==> src/sttbs_pkg.sv <==
// ----------------------------------------------------------------------------
// sttbs_pkg: shared definitions for the sine test tone byte stream
// Sizes, register indexes, reset values, fixed-point constants and the
// types that travel between the front queue, the back end and the sine unit.
// ----------------------------------------------------------------------------
package sttbs_pkg;

    // Structural sizes
    localparam int TABLE_BITS   = 10;
    localparam int MAX_CHANNELS = 8;
    localparam int LOOP_BITS    = 24;

    localparam int CH_W  = (MAX_CHANNELS > 1) ? $clog2(MAX_CHANNELS) : 1;
    localparam int CNT_W = $clog2(MAX_CHANNELS + 1);

    // Register field widths
    localparam int RATE_W  = 18;
    localparam int FREQ_W  = 17;
    localparam int RECIP_W = 32;
    localparam int CC_W    = 4;
    localparam int FMT_W   = 2;
    localparam int LEN_W   = 24;

    // Phase modulo unit
    localparam int SUM_W     = RATE_W + 1;
    localparam int DIV_CNT_W = $clog2(SUM_W);

    // Sine address fold
    localparam int T_SHIFT = 32 - TABLE_BITS;
    localparam int Q_W     = TABLE_BITS - 1;
    localparam logic [Q_W-1:0] QSIZE = Q_W'(1 << (TABLE_BITS - 2));

    // Front queue
    localparam int Q_DEPTH = 2;
    localparam int QPTR_W  = $clog2(Q_DEPTH);
    localparam int QCNT_W  = $clog2(Q_DEPTH + 1);

    // Configuration port
    localparam int CFG_IDX_W  = 3;
    localparam int CFG_DATA_W = 32;

    localparam logic [CFG_IDX_W-1:0] REG_SAMPLE_RATE   = 3'd0;
    localparam logic [CFG_IDX_W-1:0] REG_TONE_FREQ     = 3'd1;
    localparam logic [CFG_IDX_W-1:0] REG_RATE_RECIP    = 3'd2;
    localparam logic [CFG_IDX_W-1:0] REG_CHANNEL_COUNT = 3'd3;
    localparam logic [CFG_IDX_W-1:0] REG_SAMPLE_FORMAT = 3'd4;
    localparam logic [CFG_IDX_W-1:0] REG_BIG_ENDIAN    = 3'd5;
    localparam logic [CFG_IDX_W-1:0] REG_LOOP_LENGTH   = 3'd6;

    // Reset values of the registers
    localparam logic [RATE_W-1:0]  RST_SAMPLE_RATE   = 18'd48000;
    localparam logic [FREQ_W-1:0]  RST_TONE_FREQ     = 17'd800;
    localparam logic [RECIP_W-1:0] RST_RATE_RECIP    = 32'd89478;
    localparam logic [CC_W-1:0]    RST_CHANNEL_COUNT = 4'd2;
    localparam logic [FMT_W-1:0]   RST_SAMPLE_FORMAT = 2'd3;
    localparam logic               RST_BIG_ENDIAN    = 1'b0;
    localparam logic [LEN_W-1:0]   RST_LOOP_LENGTH   = 24'd153600;

    // Sample format codes: bit 1 selects 16-bit, bit 0 selects signed
    localparam logic [FMT_W-1:0] FMT_U8  = 2'd0;
    localparam logic [FMT_W-1:0] FMT_S8  = 2'd1;
    localparam logic [FMT_W-1:0] FMT_U16 = 2'd2;
    localparam logic [FMT_W-1:0] FMT_S16 = 2'd3;

    // Q30 fixed point
    localparam int Q_FRAC = 30;
    localparam logic [30:0] Q30_ONE = 31'h4000_0000;
    localparam logic [30:0] COEF_1  = 31'd1686629713;
    localparam logic [30:0] COEF_3  = 31'd693598668;
    localparam logic [30:0] COEF_5  = 31'd85569305;
    localparam logic [30:0] COEF_7  = 31'd5026985;
    localparam logic [30:0] COEF_9  = 31'd172272;

    localparam logic [15:0] SCALE_U8  = 16'd255;
    localparam logic [15:0] SCALE_S8  = 16'd127;
    localparam logic [15:0] SCALE_U16 = 16'd65535;
    localparam logic [15:0] SCALE_S16 = 16'd32767;

    // Configuration bundle
    typedef struct packed {
        logic [RATE_W-1:0]  sample_rate;
        logic [FREQ_W-1:0]  tone_freq;
        logic [RECIP_W-1:0] rate_recip;
        logic [CC_W-1:0]    channel_count;
        logic [FMT_W-1:0]   sample_format;
        logic               big_endian;
        logic [LEN_W-1:0]   loop_length;
    } cfg_t;

    // One queued request
    typedef struct packed {
        logic restart;
        logic last;
    } item_t;

    // Sine unit status toward the back end
    typedef struct packed {
        logic busy;
        logic done;
    } sine_status_t;

    typedef enum logic [1:0] {
        BK_IDLE,
        BK_SINE,
        BK_EMIT,
        BK_MOD
    } back_state_t;

    typedef enum logic [3:0] {
        SN_IDLE,
        SN_ADDR,
        SN_FOLD,
        SN_SQUARE,
        SN_T2,
        SN_PMUL,
        SN_PSUB,
        SN_TMUL,
        SN_CLAMP,
        SN_BIAS,
        SN_FMUL,
        SN_DONE
    } sine_state_t;

    // Horner coefficients after the innermost one, from the inside out.
    function automatic logic [30:0] poly_coef(input logic [1:0] k);
        logic [30:0] c;
        case (k)
            2'd0:    c = COEF_7;
            2'd1:    c = COEF_5;
            2'd2:    c = COEF_3;
            default: c = COEF_1;
        endcase
        return c;
    endfunction

    // Output scale factor for each sample format.
    function automatic logic [15:0] fmt_scale(input logic [FMT_W-1:0] fmt);
        logic [15:0] s;
        case (fmt)
            FMT_U8:  s = SCALE_U8;
            FMT_S8:  s = SCALE_S8;
            FMT_U16: s = SCALE_U16;
            default: s = SCALE_S16;
        endcase
        return s;
    endfunction

endpackage

==> src/sttbs_front.sv <==
// ----------------------------------------------------------------------------
// sttbs_front: input stage and request queue
// Accepts stream requests, splits them into restart and end-of-request
// flags and holds them in a short queue that the back end drains.
// ----------------------------------------------------------------------------
module sttbs_front (
    input  logic                clk,
    input  logic                rst_n,
    input  logic                in_valid,
    output logic                in_ready,
    input  sttbs_pkg::item_t    in_item,
    input  logic                pop,
    output logic                q_valid,
    output sttbs_pkg::item_t    q_item
);
    import sttbs_pkg::*;

    item_t             mem_reg [Q_DEPTH];
    logic [QPTR_W-1:0] wr_ptr_reg;
    logic [QPTR_W-1:0] rd_ptr_reg;
    logic [QCNT_W-1:0] cnt_reg;
    logic              push;

    // Handshake status of the queue.
    assign in_ready = (cnt_reg != QCNT_W'(Q_DEPTH));
    assign q_valid  = (cnt_reg != '0);
    assign q_item   = mem_reg[rd_ptr_reg];
    assign push     = in_valid && in_ready;

    // Pointers and fill count.
    always_ff @(posedge clk or negedge rst_n)
    begin
        if (!rst_n)
        begin
            wr_ptr_reg <= '0;
            rd_ptr_reg <= '0;
            cnt_reg    <= '0;
        end
        else
        begin
            if (push)
            begin
                wr_ptr_reg <= (wr_ptr_reg == QPTR_W'(Q_DEPTH - 1)) ? '0 : wr_ptr_reg + 1'b1;
            end
            if (pop)
            begin
                rd_ptr_reg <= (rd_ptr_reg == QPTR_W'(Q_DEPTH - 1)) ? '0 : rd_ptr_reg + 1'b1;
            end
            if (push && !pop)
            begin
                cnt_reg <= cnt_reg + 1'b1;
            end
            else if (pop && !push)
            begin
                cnt_reg <= cnt_reg - 1'b1;
            end
        end
    end

    // Queue storage.
    always_ff @(posedge clk)
    begin
        if (push)
        begin
            mem_reg[wr_ptr_reg] <= in_item;
        end
    end

endmodule

==> src/sttbs_sine.sv <==
// ----------------------------------------------------------------------------
// sttbs_sine: sine sample generator
// Scales the phase to a table address, evaluates the quarter-wave
// polynomial in Q30 and formats the sample, all on one shared multiplier.
// ----------------------------------------------------------------------------
module sttbs_sine (
    input  logic                         clk,
    input  logic                         rst_n,
    input  logic                         start,
    input  logic [sttbs_pkg::RATE_W-1:0] phase,
    input  sttbs_pkg::cfg_t              cfg,
    output sttbs_pkg::sine_status_t      status,
    output logic [15:0]                  sample
);
    import sttbs_pkg::*;

    sine_state_t       state_reg;
    sine_state_t       state_next;
    logic [RATE_W-1:0] ph_reg;
    logic [63:0]       prod_reg;
    logic [30:0]       t_reg;
    logic [30:0]       t2_reg;
    logic [30:0]       h_reg;
    logic [30:0]       m_reg;
    logic [31:0]       op_reg;
    logic              neg_reg;
    logic [1:0]        k_reg;

    logic [31:0]           mul_a;
    logic [31:0]           mul_b;
    logic [TABLE_BITS-1:0] addr;
    logic [1:0]            quad;
    logic [Q_W-1:0]        quad_pos;
    logic [Q_W-1:0]        q;
    logic [31:0]           poly_out;
    logic [30:0]           m_clamped;
    logic [31:0]           biased;
    logic [15:0]           mag16;

    // Address fold into the first quadrant.
    always_comb
    begin
        addr     = prod_reg[T_SHIFT +: TABLE_BITS];
        quad     = addr[TABLE_BITS-1 -: 2];
        quad_pos = {1'b0, addr[TABLE_BITS-3:0]};
        q        = quad[0] ? (QSIZE - quad_pos) : quad_pos;
    end

    // Clamp, bias and final scaling of the magnitude.
    always_comb
    begin
        poly_out  = prod_reg[Q_FRAC +: 32];
        m_clamped = (poly_out > {1'b0, Q30_ONE}) ? Q30_ONE : poly_out[30:0];
        biased    = neg_reg ? ({1'b0, Q30_ONE} - {1'b0, m_reg})
                            : ({1'b0, Q30_ONE} + {1'b0, m_reg});
        mag16     = cfg.sample_format[0] ? prod_reg[Q_FRAC +: 16] : prod_reg[Q_FRAC + 1 +: 16];
        if (cfg.sample_format[0] && neg_reg)
        begin
            if (cfg.sample_format[1])
            begin
                sample = 16'h0000 - mag16;
            end
            else
            begin
                sample = {8'h00, 8'h00 - mag16[7:0]};
            end
        end
        else
        begin
            sample = mag16;
        end
    end

    // Operand selection for the shared multiplier.
    always_comb
    begin
        mul_a = '0;
        mul_b = '0;
        case (state_reg)
            SN_ADDR:
            begin
                mul_a = 32'(ph_reg);
                mul_b = cfg.rate_recip;
            end
            SN_SQUARE:
            begin
                mul_a = {1'b0, t_reg};
                mul_b = {1'b0, t_reg};
            end
            SN_PMUL:
            begin
                mul_a = {1'b0, t2_reg};
                mul_b = {1'b0, h_reg};
            end
            SN_TMUL:
            begin
                mul_a = {1'b0, t_reg};
                mul_b = {1'b0, h_reg};
            end
            SN_FMUL:
            begin
                mul_a = op_reg;
                mul_b = 32'(fmt_scale(cfg.sample_format));
            end
            default:
            begin
                mul_a = '0;
                mul_b = '0;
            end
        endcase
    end

    // Sequencer next state.
    always_comb
    begin
        state_next = state_reg;
        case (state_reg)
            SN_IDLE:   if (start) state_next = SN_ADDR;
            SN_ADDR:   state_next = SN_FOLD;
            SN_FOLD:   state_next = SN_SQUARE;
            SN_SQUARE: state_next = SN_T2;
            SN_T2:     state_next = SN_PMUL;
            SN_PMUL:   state_next = SN_PSUB;
            SN_PSUB:   state_next = (k_reg == 2'd3) ? SN_TMUL : SN_PMUL;
            SN_TMUL:   state_next = SN_CLAMP;
            SN_CLAMP:  state_next = SN_BIAS;
            SN_BIAS:   state_next = SN_FMUL;
            SN_FMUL:   state_next = SN_DONE;
            SN_DONE:   state_next = SN_IDLE;
            default:   state_next = SN_IDLE;
        endcase
    end

    assign status.busy = (state_reg != SN_IDLE);
    assign status.done = (state_reg == SN_DONE);

    // State register.
    always_ff @(posedge clk or negedge rst_n)
    begin
        if (!rst_n)
        begin
            state_reg <= SN_IDLE;
        end
        else
        begin
            state_reg <= state_next;
        end
    end

    // Datapath registers.
    always_ff @(posedge clk)
    begin
        case (state_reg)
            SN_IDLE:
            begin
                if (start)
                begin
                    ph_reg <= phase;
                end
            end
            SN_ADDR, SN_SQUARE, SN_PMUL, SN_TMUL, SN_FMUL:
            begin
                prod_reg <= mul_a * mul_b;
            end
            SN_FOLD:
            begin
                t_reg   <= 31'(q) << T_SHIFT;
                neg_reg <= quad[1];
            end
            SN_T2:
            begin
                t2_reg <= prod_reg[Q_FRAC +: 31];
                h_reg  <= COEF_9;
                k_reg  <= 2'd0;
            end
            SN_PSUB:
            begin
                h_reg <= poly_coef(k_reg) - prod_reg[Q_FRAC +: 31];
                k_reg <= k_reg + 2'd1;
            end
            SN_CLAMP:
            begin
                m_reg <= m_clamped;
            end
            SN_BIAS:
            begin
                op_reg <= cfg.sample_format[0] ? {1'b0, m_reg} : biased;
            end
            default:
            begin
            end
        endcase
    end

endmodule

==> src/sttbs_back.sv <==
// ----------------------------------------------------------------------------
// sttbs_back: byte sequencer
// Drains the request queue, keeps the loop position, channel and byte
// counters and the phase, triggers the sine unit at each frame start and
// loads the output register. The phase wrap uses a restoring modulo.
// ----------------------------------------------------------------------------
module sttbs_back (
    input  logic             clk,
    input  logic             rst_n,
    input  sttbs_pkg::cfg_t  cfg,
    input  logic             q_valid,
    input  sttbs_pkg::item_t q_item,
    output logic             q_pop,
    output logic             out_valid,
    input  logic             out_ready,
    output logic [7:0]       out_byte,
    output logic             out_loop_end,
    output logic             out_req_end
);
    import sttbs_pkg::*;

    back_state_t          state_reg;
    back_state_t          state_next;
    logic [LOOP_BITS-1:0] pos_reg;
    logic [RATE_W-1:0]    ph_reg;
    logic [CH_W-1:0]      ch_reg;
    logic                 bis_reg;
    logic [15:0]          held_reg;
    logic                 req_last_reg;
    logic                 out_valid_reg;
    logic [7:0]           out_byte_reg;
    logic                 out_loop_end_reg;
    logic                 out_req_end_reg;
    logic [SUM_W-1:0]     dvd_reg;
    logic [RATE_W-1:0]    div_reg;
    logic [RATE_W-1:0]    rem_reg;
    logic [DIV_CNT_W-1:0] div_cnt_reg;

    sine_status_t         sine_st;
    logic [15:0]          sine_sample;
    logic                 sine_start;
    logic [RATE_W-1:0]    ph_eff;
    logic                 frame_start;
    logic                 slot_free;
    logic                 out_load;
    logic                 wide;
    logic                 hi_byte;
    logic [7:0]           byte_sel;
    logic [LOOP_BITS-1:0] pos_inc;
    logic                 last;
    logic [CNT_W-1:0]     chans;
    logic [CNT_W-1:0]     ch_inc;
    logic                 second_byte;
    logic                 chan_wrap;
    logic [SUM_W-1:0]     sum;
    logic                 sum_fits;
    logic                 rate_zero;
    logic [SUM_W-1:0]     rs;
    logic                 rs_ge;
    logic [RATE_W-1:0]    rem_new;

    sttbs_sine u_sine (
        .clk    (clk),
        .rst_n  (rst_n),
        .start  (sine_start),
        .phase  (ph_eff),
        .cfg    (cfg),
        .status (sine_st),
        .sample (sine_sample)
    );

    // Restart handling and frame start detection for the head request.
    assign ph_eff      = q_item.restart ? '0 : ph_reg;
    assign frame_start = q_item.restart || (ch_reg == '0 && !bis_reg);

    // Byte selection and loop end.
    always_comb
    begin
        wide     = cfg.sample_format[1];
        hi_byte  = wide && (bis_reg ^ cfg.big_endian);
        byte_sel = hi_byte ? held_reg[15:8] : held_reg[7:0];
        pos_inc  = pos_reg + LOOP_BITS'(1);
        last     = (pos_inc == LOOP_BITS'(cfg.loop_length));
    end

    // Channel count clamp and channel advance.
    always_comb
    begin
        if (cfg.channel_count == '0)
        begin
            chans = CNT_W'(1);
        end
        else if (int'(cfg.channel_count) > MAX_CHANNELS)
        begin
            chans = CNT_W'(MAX_CHANNELS);
        end
        else
        begin
            chans = CNT_W'(cfg.channel_count);
        end
        ch_inc      = CNT_W'(ch_reg) + CNT_W'(1);
        second_byte = wide && !bis_reg;
        chan_wrap   = !second_byte && (ch_inc >= chans);
    end

    // Phase advance: a single compare covers the common case.
    always_comb
    begin
        sum       = SUM_W'(ph_reg) + SUM_W'(cfg.tone_freq);
        rate_zero = (cfg.sample_rate == '0);
        sum_fits  = (sum < SUM_W'(cfg.sample_rate));
    end

    // One restoring modulo step.
    always_comb
    begin
        rs      = {rem_reg, dvd_reg[SUM_W-1]};
        rs_ge   = (rs >= SUM_W'(div_reg));
        rem_new = rs_ge ? RATE_W'(rs - SUM_W'(div_reg)) : rs[RATE_W-1:0];
    end

    assign slot_free = !out_valid_reg || out_ready;

    // Sequencer next state and strobes.
    always_comb
    begin
        state_next = state_reg;
        q_pop      = 1'b0;
        sine_start = 1'b0;
        out_load   = 1'b0;
        case (state_reg)
            BK_IDLE:
            begin
                if (q_valid)
                begin
                    q_pop = 1'b1;
                    if (frame_start)
                    begin
                        sine_start = 1'b1;
                        state_next = BK_SINE;
                    end
                    else
                    begin
                        state_next = BK_EMIT;
                    end
                end
            end
            BK_SINE:
            begin
                if (sine_st.done)
                begin
                    state_next = BK_EMIT;
                end
            end
            BK_EMIT:
            begin
                if (slot_free)
                begin
                    out_load = 1'b1;
                    if (!last && chan_wrap && !rate_zero && !sum_fits)
                    begin
                        state_next = BK_MOD;
                    end
                    else
                    begin
                        state_next = BK_IDLE;
                    end
                end
            end
            BK_MOD:
            begin
                if (div_cnt_reg == '0)
                begin
                    state_next = BK_IDLE;
                end
            end
            default:
            begin
                state_next = BK_IDLE;
            end
        endcase
    end

    // State register and counters.
    always_ff @(posedge clk or negedge rst_n)
    begin
        if (!rst_n)
        begin
            state_reg <= BK_IDLE;
            pos_reg   <= '0;
            ph_reg    <= '0;
            ch_reg    <= '0;
            bis_reg   <= 1'b0;
            held_reg  <= '0;
        end
        else
        begin
            state_reg <= state_next;
            if (q_pop && q_item.restart)
            begin
                pos_reg <= '0;
                ph_reg  <= '0;
                ch_reg  <= '0;
                bis_reg <= 1'b0;
            end
            if (state_reg == BK_SINE && sine_st.done)
            begin
                held_reg <= sine_sample;
            end
            if (out_load)
            begin
                if (last)
                begin
                    pos_reg <= '0;
                    ph_reg  <= '0;
                    ch_reg  <= '0;
                    bis_reg <= 1'b0;
                end
                else
                begin
                    pos_reg <= pos_inc;
                    bis_reg <= second_byte;
                    if (!second_byte)
                    begin
                        if (chan_wrap)
                        begin
                            ch_reg <= '0;
                            if (rate_zero)
                            begin
                                ph_reg <= '0;
                            end
                            else if (sum_fits)
                            begin
                                ph_reg <= sum[RATE_W-1:0];
                            end
                        end
                        else
                        begin
                            ch_reg <= CH_W'(ch_inc);
                        end
                    end
                end
            end
            if (state_reg == BK_MOD && div_cnt_reg == '0)
            begin
                ph_reg <= rem_new;
            end
        end
    end

    // Modulo unit registers; the operands are captured so that the
    // remainder does not depend on later register writes.
    always_ff @(posedge clk)
    begin
        if (out_load)
        begin
            dvd_reg     <= sum;
            div_reg     <= cfg.sample_rate;
            rem_reg     <= '0;
            div_cnt_reg <= DIV_CNT_W'(SUM_W - 1);
        end
        else if (state_reg == BK_MOD)
        begin
            dvd_reg     <= dvd_reg << 1;
            rem_reg     <= rem_new;
            div_cnt_reg <= div_cnt_reg - 1'b1;
        end
    end

    // Request flag of the item in flight.
    always_ff @(posedge clk)
    begin
        if (q_pop)
        begin
            req_last_reg <= q_item.last;
        end
    end

    // Output register.
    always_ff @(posedge clk or negedge rst_n)
    begin
        if (!rst_n)
        begin
            out_valid_reg <= 1'b0;
        end
        else if (out_load)
        begin
            out_valid_reg <= 1'b1;
        end
        else if (out_ready)
        begin
            out_valid_reg <= 1'b0;
        end
    end

    always_ff @(posedge clk)
    begin
        if (out_load)
        begin
            out_byte_reg     <= byte_sel;
            out_loop_end_reg <= last;
            out_req_end_reg  <= req_last_reg;
        end
    end

    assign out_valid    = out_valid_reg;
    assign out_byte     = out_byte_reg;
    assign out_loop_end = out_loop_end_reg;
    assign out_req_end  = out_req_end_reg;

    // The sine unit only finishes while the sequencer waits for it.
    a_done_in_sine: assert property (@(posedge clk) disable iff (!rst_n)
        sine_st.done |-> state_reg == BK_SINE)
        else $error("sine unit finished outside of the wait state");

    // A new request is taken only with the sine unit idle.
    a_pop_sine_idle: assert property (@(posedge clk) disable iff (!rst_n)
        q_pop |-> !sine_st.busy)
        else $error("request taken while the sine unit is busy");

    // The modulo runs with a nonzero divisor and a reduced remainder.
    a_mod_range: assert property (@(posedge clk) disable iff (!rst_n)
        state_reg == BK_MOD |-> (div_reg != '0) && (rem_reg < div_reg))
        else $error("phase modulo out of range");

    // A loaded byte is offered in the next cycle.
    a_load_shows: assert property (@(posedge clk) disable iff (!rst_n)
        out_load |=> out_valid_reg)
        else $error("loaded byte not offered");

endmodule

==> src/sine_test_tone_byte_stream_top.sv <==
// ----------------------------------------------------------------------------
// sine_test_tone_byte_stream_top: looping sine test tone as a byte stream
// Inside a frame each request is popped and its byte loaded into the output
// register; at a frame start the shared multiplier first evaluates the sine.
// A request is taken only once the previous byte is loaded; a phase wrap past
// the sample rate first runs the bit-serial modulo at the frame end.
// Reset: counters, phase and held sample clear; registers take defaults.
// ----------------------------------------------------------------------------
module sine_test_tone_byte_stream_top (
    input  logic                            clk,
    input  logic                            rst_n,
    // Request stream
    input  logic                            s_axis_tvalid,
    output logic                            s_axis_tready,
    input  logic [7:0]                      s_axis_tdata,  // [0] restart, [7:1] zero
    input  logic                            s_axis_tlast,  // last_of_request
    // Byte stream
    output logic                            m_axis_tvalid,
    input  logic                            m_axis_tready,
    output logic [7:0]                      m_axis_tdata,  // [7:0] data_byte
    output logic                            m_axis_tuser,  // [0] loop_end
    output logic                            m_axis_tlast,  // request_end
    // Register writes
    input  logic                            cfg_we,
    input  logic [sttbs_pkg::CFG_IDX_W-1:0] cfg_index,
    input  logic [sttbs_pkg::CFG_DATA_W-1:0] cfg_data
);
    import sttbs_pkg::*;

    cfg_t  cfg_reg;
    item_t in_item;
    item_t q_item;
    logic  q_valid;
    logic  q_pop;

    // Register bank.
    always_ff @(posedge clk or negedge rst_n)
    begin
        if (!rst_n)
        begin
            cfg_reg.sample_rate   <= RST_SAMPLE_RATE;
            cfg_reg.tone_freq     <= RST_TONE_FREQ;
            cfg_reg.rate_recip    <= RST_RATE_RECIP;
            cfg_reg.channel_count <= RST_CHANNEL_COUNT;
            cfg_reg.sample_format <= RST_SAMPLE_FORMAT;
            cfg_reg.big_endian    <= RST_BIG_ENDIAN;
            cfg_reg.loop_length   <= RST_LOOP_LENGTH;
        end
        else if (cfg_we)
        begin
            case (cfg_index)
                REG_SAMPLE_RATE:   cfg_reg.sample_rate   <= cfg_data[RATE_W-1:0];
                REG_TONE_FREQ:     cfg_reg.tone_freq     <= cfg_data[FREQ_W-1:0];
                REG_RATE_RECIP:    cfg_reg.rate_recip    <= cfg_data[RECIP_W-1:0];
                REG_CHANNEL_COUNT: cfg_reg.channel_count <= cfg_data[CC_W-1:0];
                REG_SAMPLE_FORMAT: cfg_reg.sample_format <= cfg_data[FMT_W-1:0];
                REG_BIG_ENDIAN:    cfg_reg.big_endian    <= cfg_data[0];
                REG_LOOP_LENGTH:   cfg_reg.loop_length   <= cfg_data[LEN_W-1:0];
                default:
                begin
                end
            endcase
        end
    end

    // Request fields.
    assign in_item.restart = s_axis_tdata[0];
    assign in_item.last    = s_axis_tlast;

    sttbs_front u_front (
        .clk      (clk),
        .rst_n    (rst_n),
        .in_valid (s_axis_tvalid),
        .in_ready (s_axis_tready),
        .in_item  (in_item),
        .pop      (q_pop),
        .q_valid  (q_valid),
        .q_item   (q_item)
    );

    sttbs_back u_back (
        .clk          (clk),
        .rst_n        (rst_n),
        .cfg          (cfg_reg),
        .q_valid      (q_valid),
        .q_item       (q_item),
        .q_pop        (q_pop),
        .out_valid    (m_axis_tvalid),
        .out_ready    (m_axis_tready),
        .out_byte     (m_axis_tdata),
        .out_loop_end (m_axis_tuser),
        .out_req_end  (m_axis_tlast)
    );

endmodule

==> config.mk <==
export PLATFORM = sky130hd
export DESIGN_NAME = sine_test_tone_byte_stream_top
export DESIGN_NICKNAME = d
export VERILOG_FILES = /design/src/sttbs_pkg.sv /design/src/sttbs_front.sv /design/src/sttbs_sine.sv /design/src/sttbs_back.sv /design/src/sine_test_tone_byte_stream_top.sv
export SDC_FILE = /design/constraint.sdc
export NUM_CORES = 2
export LEC_CHECK = 0
export CAP_MARGIN = 0
export CORE_ASPECT_RATIO = 0.75
export CORE_MARGIN = 10
export CORE_UTILIZATION = 56
export CTS_CLUSTER_SIZE = 12
export DETAILED_ROUTE_END_ITERATION = 7
export DONT_BUFFER_PORTS = 1
export PLACE_DENSITY = 0.71
export SLEW_MARGIN = 20
export SYNTH_ARGS = -nofsm -noshare
export SYNTH_HDL_FRONTEND = slang
export SYNTH_HIERARCHICAL = 1
export SYNTH_SLANG_ARGS = --single-unit
==> constraint.sdc <==
create_clock -name clk -period 12.7 [get_ports clk]
set_input_delay 0 -clock clk [delete_from_list [all_inputs] [get_ports clk]]
set_output_delay 0 -clock clk [all_outputs]
set_load 0.03 [all_outputs]
# Word level (Yosys, flattened, before mapping)
# Memory sizes are Yosys's and may differ from the RTL's.
# Index checks and enable logic that the tools add are counted.
[word_totals]
reg_bits = 459
n_memories = 1
ramBits = 4
elab_cells = 207
inputBits = 49
[mem_list]
columns = ["name", "depth", "width", "read_ports", "rd_clocked_by_memory_dff", "write_ports", "line", "text"]
rows = [
  ["u_front.mem_reg", 2, 2, 1, 0, 1, "sttbs_front.sv:18", "item_t mem_reg [Q_DEPTH];"],
]
[classes]
n_reduce_logical = 51
magnitude_cmp = 5
n_eq_ne = 32
muxes = 63
bitwise = 1
add_sub_neg = 16
mul = 1
[op_table]
columns = ["op", "count"]
rows = [
  ["$pmux W32 S4", 2],
  ["$mux W18", 9],
  ["$pmux W31 S3", 1],
  ["$mux W24", 3],
  ["$mul A32 B32 Y62", 1],
  ["$mux W31", 2],
  ["$pmux W31 S2", 1],
  ["$mux W16", 3],
  ["$pmux W16 S3", 1],
  ["$pmux W4 S11", 1],
  ["$mux W19", 2],
  ["$add A31 B31 Y32 const A", 1],
  ["$gt A32 B31 Y1 const B", 1],
  ["$mux W32", 1],
  ["$sub A31 B31 Y32 const A", 1],
  ["$sub A31 B31 Y31", 1],
  ["$add A24 B1 Y24 const B", 1],
  ["$eq A24 B24 Y1", 1],
  ["$add A18 B17 Y19", 1],
  ["$ge A19 B18 Y1", 1],
  ["$lt A19 B18 Y1", 1],
  ["$logic_not A18 Y1", 1],
  ["$mux W2", 9],
  ["$sub A18 B18 Y18", 1],
  ["other kinds (40)", 122],
]

# Longest topological paths before layout
[logic_depth]
depth_word = 12
mapped_depth = 37
depth_no_buf = 32

# Cells and area by module
# Netlist, hierarchy kept.
[by_module_without_submodules]
columns = ["mod", "n_inst", "cells_each", "seq_area_each_um2", "area_each_um2"]
rows = [
  ["sttbs_sine", 1, 4518, 5955.7, 41533.6],
  ["sttbs_back", 1, 1067, 3528.4, 9589.2],
  ["sine_test_tone_byte_stream_top", 1, 212, 2484.9, 3741.1],
  ["sttbs_front", 1, 24, 220.2, 359.1],
]

# Worst setup path after synthesis
# OpenSTA, ideal clock, no wires.
[synth_timing]
path_type = "reg-to-reg"
from = "register u_back.u_sine.state_reg[2]"
to = "register u_back.u_sine.prod_reg[59] (data pin)"
stages_incl_launch_ff = 35
setup_slack_ps = 3689
n_path_buf = 6
t_arrival_ps = 8746
path_cell_list = "dfrtp_1 > buf_6 > nor4b_4 > clkbuf_1 > clkbuf_1 > clkbuf_1 > nand2_1 > nand3_1 > clkbuf_1 > nand2_1 > fa_1 > inv_1 > fa_1 > inv_1 > fa_1 > inv_1 > fa_1 > inv_1 > fa_1 > inv_1 > fa_1 > fa_1 > fa_1 > ha_1 > clkbuf_1 > nand3_1 > nor3_1 > o21ai_0 > a211o_1 > o211ai_2 > o2111ai_1 > o211ai_2 > o21ai_2 > nor4bb_1 > or3_1"
[synth_via]
elab_chain_len = 4
[synth_lines]
columns = ["item", "line", "text"]
rows = [
  ["from (decl)", "sttbs_sine.sv:17", "sine_state_t state_reg;"],
  ["from (signal assigned)", "sttbs_sine.sv:146", "state_reg <= state_next;"],
  ["$eq A4 B3 Y1 / $eq A4 B2 Y1 (equally long branches)", "sttbs_sine.sv:79", "case (state_reg)"],
  ["$reduce_or A2 Y1 (no source line)", "n/a", ""],
  ["$pmux W32 S4", "sttbs_sine.sv:79", ""],
  ["$mul A32 B32 Y62 *", "sttbs_sine.sv:163", "prod_reg <= mul_a * mul_b;"],
  ["to (signal assigned)", "sttbs_sine.sv:163", ""],
  ["to (decl)", "sttbs_sine.sv:20", "logic [63:0] prod_reg;"],
]
# Every way passes the cells marked *; elsewhere a longest branch is shown, timed or not.
# A chain may end at the register's enable or synchronous reset.

# Worst setup path in the final report
[layout_timing]
from = "register u_back.u_sine.state_reg[0]"
to = "register u_back.u_sine.prod_reg[59] (data pin)"
# Same word-level chain as after synthesis.

==> metrics.md <==
| Metric | Value |
|---|---|
| Fin. max-slew vios | `0` |
| Hold Crit Class | `in2async` |
| First-pass GRT wire length | `around 270 mm` |
| Die span in y | `292 um` |
| Router iterations before antenna repair | `8` |
| Iteration-0 DRC Markers | `5789` |
| Most frequent cells in the layout | `inv_1 (1019), fa_1 (896), nand2_1 (784)` |
| PwrDens | `~270 nW/um^2` |
| Final Hold Fails | `0` |
| CTS max path bufs | `3` |
| RSZ-0062 raised after global routing | `no` |
| Slew headroom | `a little under a fifth` |
| Max Cap Violations | `0` |
| Crit path DAT | `11.08 ns` |
| DR WL/cell | `approximately 26 um` |
| Routability Congestion | `slightly above 1` |
| Largest fanout on the critical path | `29` |
| Leading cell type in the layout, fill and taps excluded | `inv_1` |
| Vias per inst | `between 6 and 7` |
| DRC Markers | `1` |
| Number of global-route vias before repair | `43200` |
| Routed Wire Length | `around 180 mm` |
| Pleak | `approximately 0.027 uW` |
| Max FFs per register | `98` |
| Worst EP required | `roughly 13 ns` |
| Inserted Clock Buffers | `44` |
| Peak supply drop | `roughly 0.00047 V` |
| Ys Warns | `6` |
| Status | `complete, but fails checks` |
| Peak Freq | `approximately 93 MHz` |
| Mean post-synth cell area | `about 9.5 um^2` |
| Share of layout cells above drive strength 1 | `7.22%` |
| Area grow syn2layout | `6.60%` |
| Initial core utilization | `~57%` |
| PnR Total Power | `approximately 16000 uW` |
| I/O Pins | `61` |
| Worst skew pair latency | `slightly below 0.6 ns` |
| Area post-placement | `approximately 57000 um^2` |
| Largest net degree at the start of global routing | `about 170` |
| Post-layout util | `around three fifths` |
| Tightest Pin Transition | `approximately 1.2 ns` |
| DR vias | `about 43000` |
| # rows | `99` |
| Tmin final | `10.76 ns` |
| Initial antenna violation count | `10` |
| Post-DP HPWL | `around 140 mm` |
| FILL cells | `8318` |
| Number of setup buffers added after CTS | `0` |
| Failing checks | `design-rule violations` |
| Clock sinks | `between 400 and 500` |
| Final setup violation count | `0` |
| CTS clk-pin slew, worst paths | `about 0.06 ns` |
| CP Class | `reg2reg` |
| Clock Root Buffer | `clkbuf_16` |
| Fin Hold WS | `0.0401 ns` |
| Post-synthesis cell area | `roughly 55000 um^2` |
| Final Cell Area | `around 60000 um^2` |
| Die Wd | `roughly 380 um` |
| Tcrit/Tclk final | `a little over four fifths` |
| Post-route ant nets | `0` |
| Setup TNS Final | `0 ns` |
| Core ar. | `97500 um^2` |
| CTS tree | `yes` |
| Nets@finish | `approximately 7100` |
| Cells after Synth | `between 5000 and 6000` |
| CP Capture Type | `register` |
| CP Launch Type | `register` |
| Clock Skews | `0.0204 ns` |
| CTS H-tree lvls | `2` |
| Gr usage total | `32.6%` |
| Congestion Overflow GR | `0` |
| Die area | `about 110000 um^2` |
| IO buf count | `0` |
routing by layer:
metal / part of all wire [%] / up-vias / global-route usage [%]
met5: 0.082 / - / 0.861
met4: 3.9 / 4 / 10.0
met3: 17 / 434 / 12.8
met2: 39 / 2997 / 44.0
met1: 40 / 21700 / 47.6
li1: - / 18400 / -
area by class of cell:
| cell class | count | area (um^2) | area share, % |
|---|---|---|---|
| tap | 1313 | 1640 | 2.79 |
| timing repair buffer | 179 | 1500 | 2.54 |
| clock inverter | 7 | 52.6 | 0.0893 |
| sequential | 441 | 12200 | 20.7 |
| multi-input combinational | 4098 | 38400 | 65.2 |
| clock buffer | 74 | 1240 | 2.11 |
| inverter | 1022 | 3840 | 6.52 |
| antenna | 3 | 7.51 | 0.0128 |
power breakdown:
| part | internal [uW] | switching (uW) | leakage (uW) |
|---|---|---|---|
| clock | 670 | 569 | 0.000626 |
| combinational | 4080 | 7690 | 0.0219 |
| sequential | 2220 | 515 | 0.00458 |
| total | 6970 | 8770 | 0.0271 |
through the flow:
step | instances | setup slack, ns
global route | 7137 | 1.68
detailed placement | 7007 | 2.29
finish | 7137 | 1.94
CTS | 7131 | 2.24
floorplan | 5844 | 3.69
global placement | 7007 | 2.40
worst max-delay path, stage by stage (launching register included):
cell and delay, ns:
dfrtp_1 0.69, nor2b_1 0.24, and2_2 0.64, buf_4 0.44
a221o_1 0.77, nand2_1 0.18, fa_1 0.52, fa_1 0.74
fa_1 0.50, fa_1 0.53, inv_1 0.06, fa_1 0.62
fa_1 0.46, fa_1 0.49, inv_1 0.06, fa_1 0.49
inv_1 0.05, ha_1 0.42, nand3_1 0.20, nor3_1 0.25
nand3_1 0.14, a211o_1 0.26, o211ai_2 0.32, o2111ai_1 0.28
o211ai_2 0.48, o21ai_2 0.12, nor4bb_1 0.16, or3_1 0.36
final timing paths:
path	slack (ns)	cells past startpoint	end	from
max in group asynchronous	11.85	2	cfg_reg[90]$_DFFE_PN0P_	rst_n
min in group clk	0.04	3	cfg_reg[20]$_DFFE_PN0P_	cfg_index[1]
worst max register to register	1.94	27	u_back/u_sine/prod_reg[59]$_DFFE_PP_	u_back/u_sine/state_reg[0]$_DFFE_PN0P_
worst min register to register	0.42	0	u_back/out_req_end$_DFFE_PP_	u_back/req_last_reg$_DFFE_PP_
worst min-delay path	0.04	2	cfg_reg[21]$_DFFE_PN0P_	rst_n
worst max-delay path	1.94	27	u_back/u_sine/prod_reg[59]$_DFFE_PP_	u_back/u_sine/state_reg[0]$_DFFE_PN0P_
timing repair:
action,4_1_cts,5_1_grt
hold endpoints to repair,282,0
hold buffers,43,0
gates resized for setup,0,0
Power figures use the tool's default switching activity.
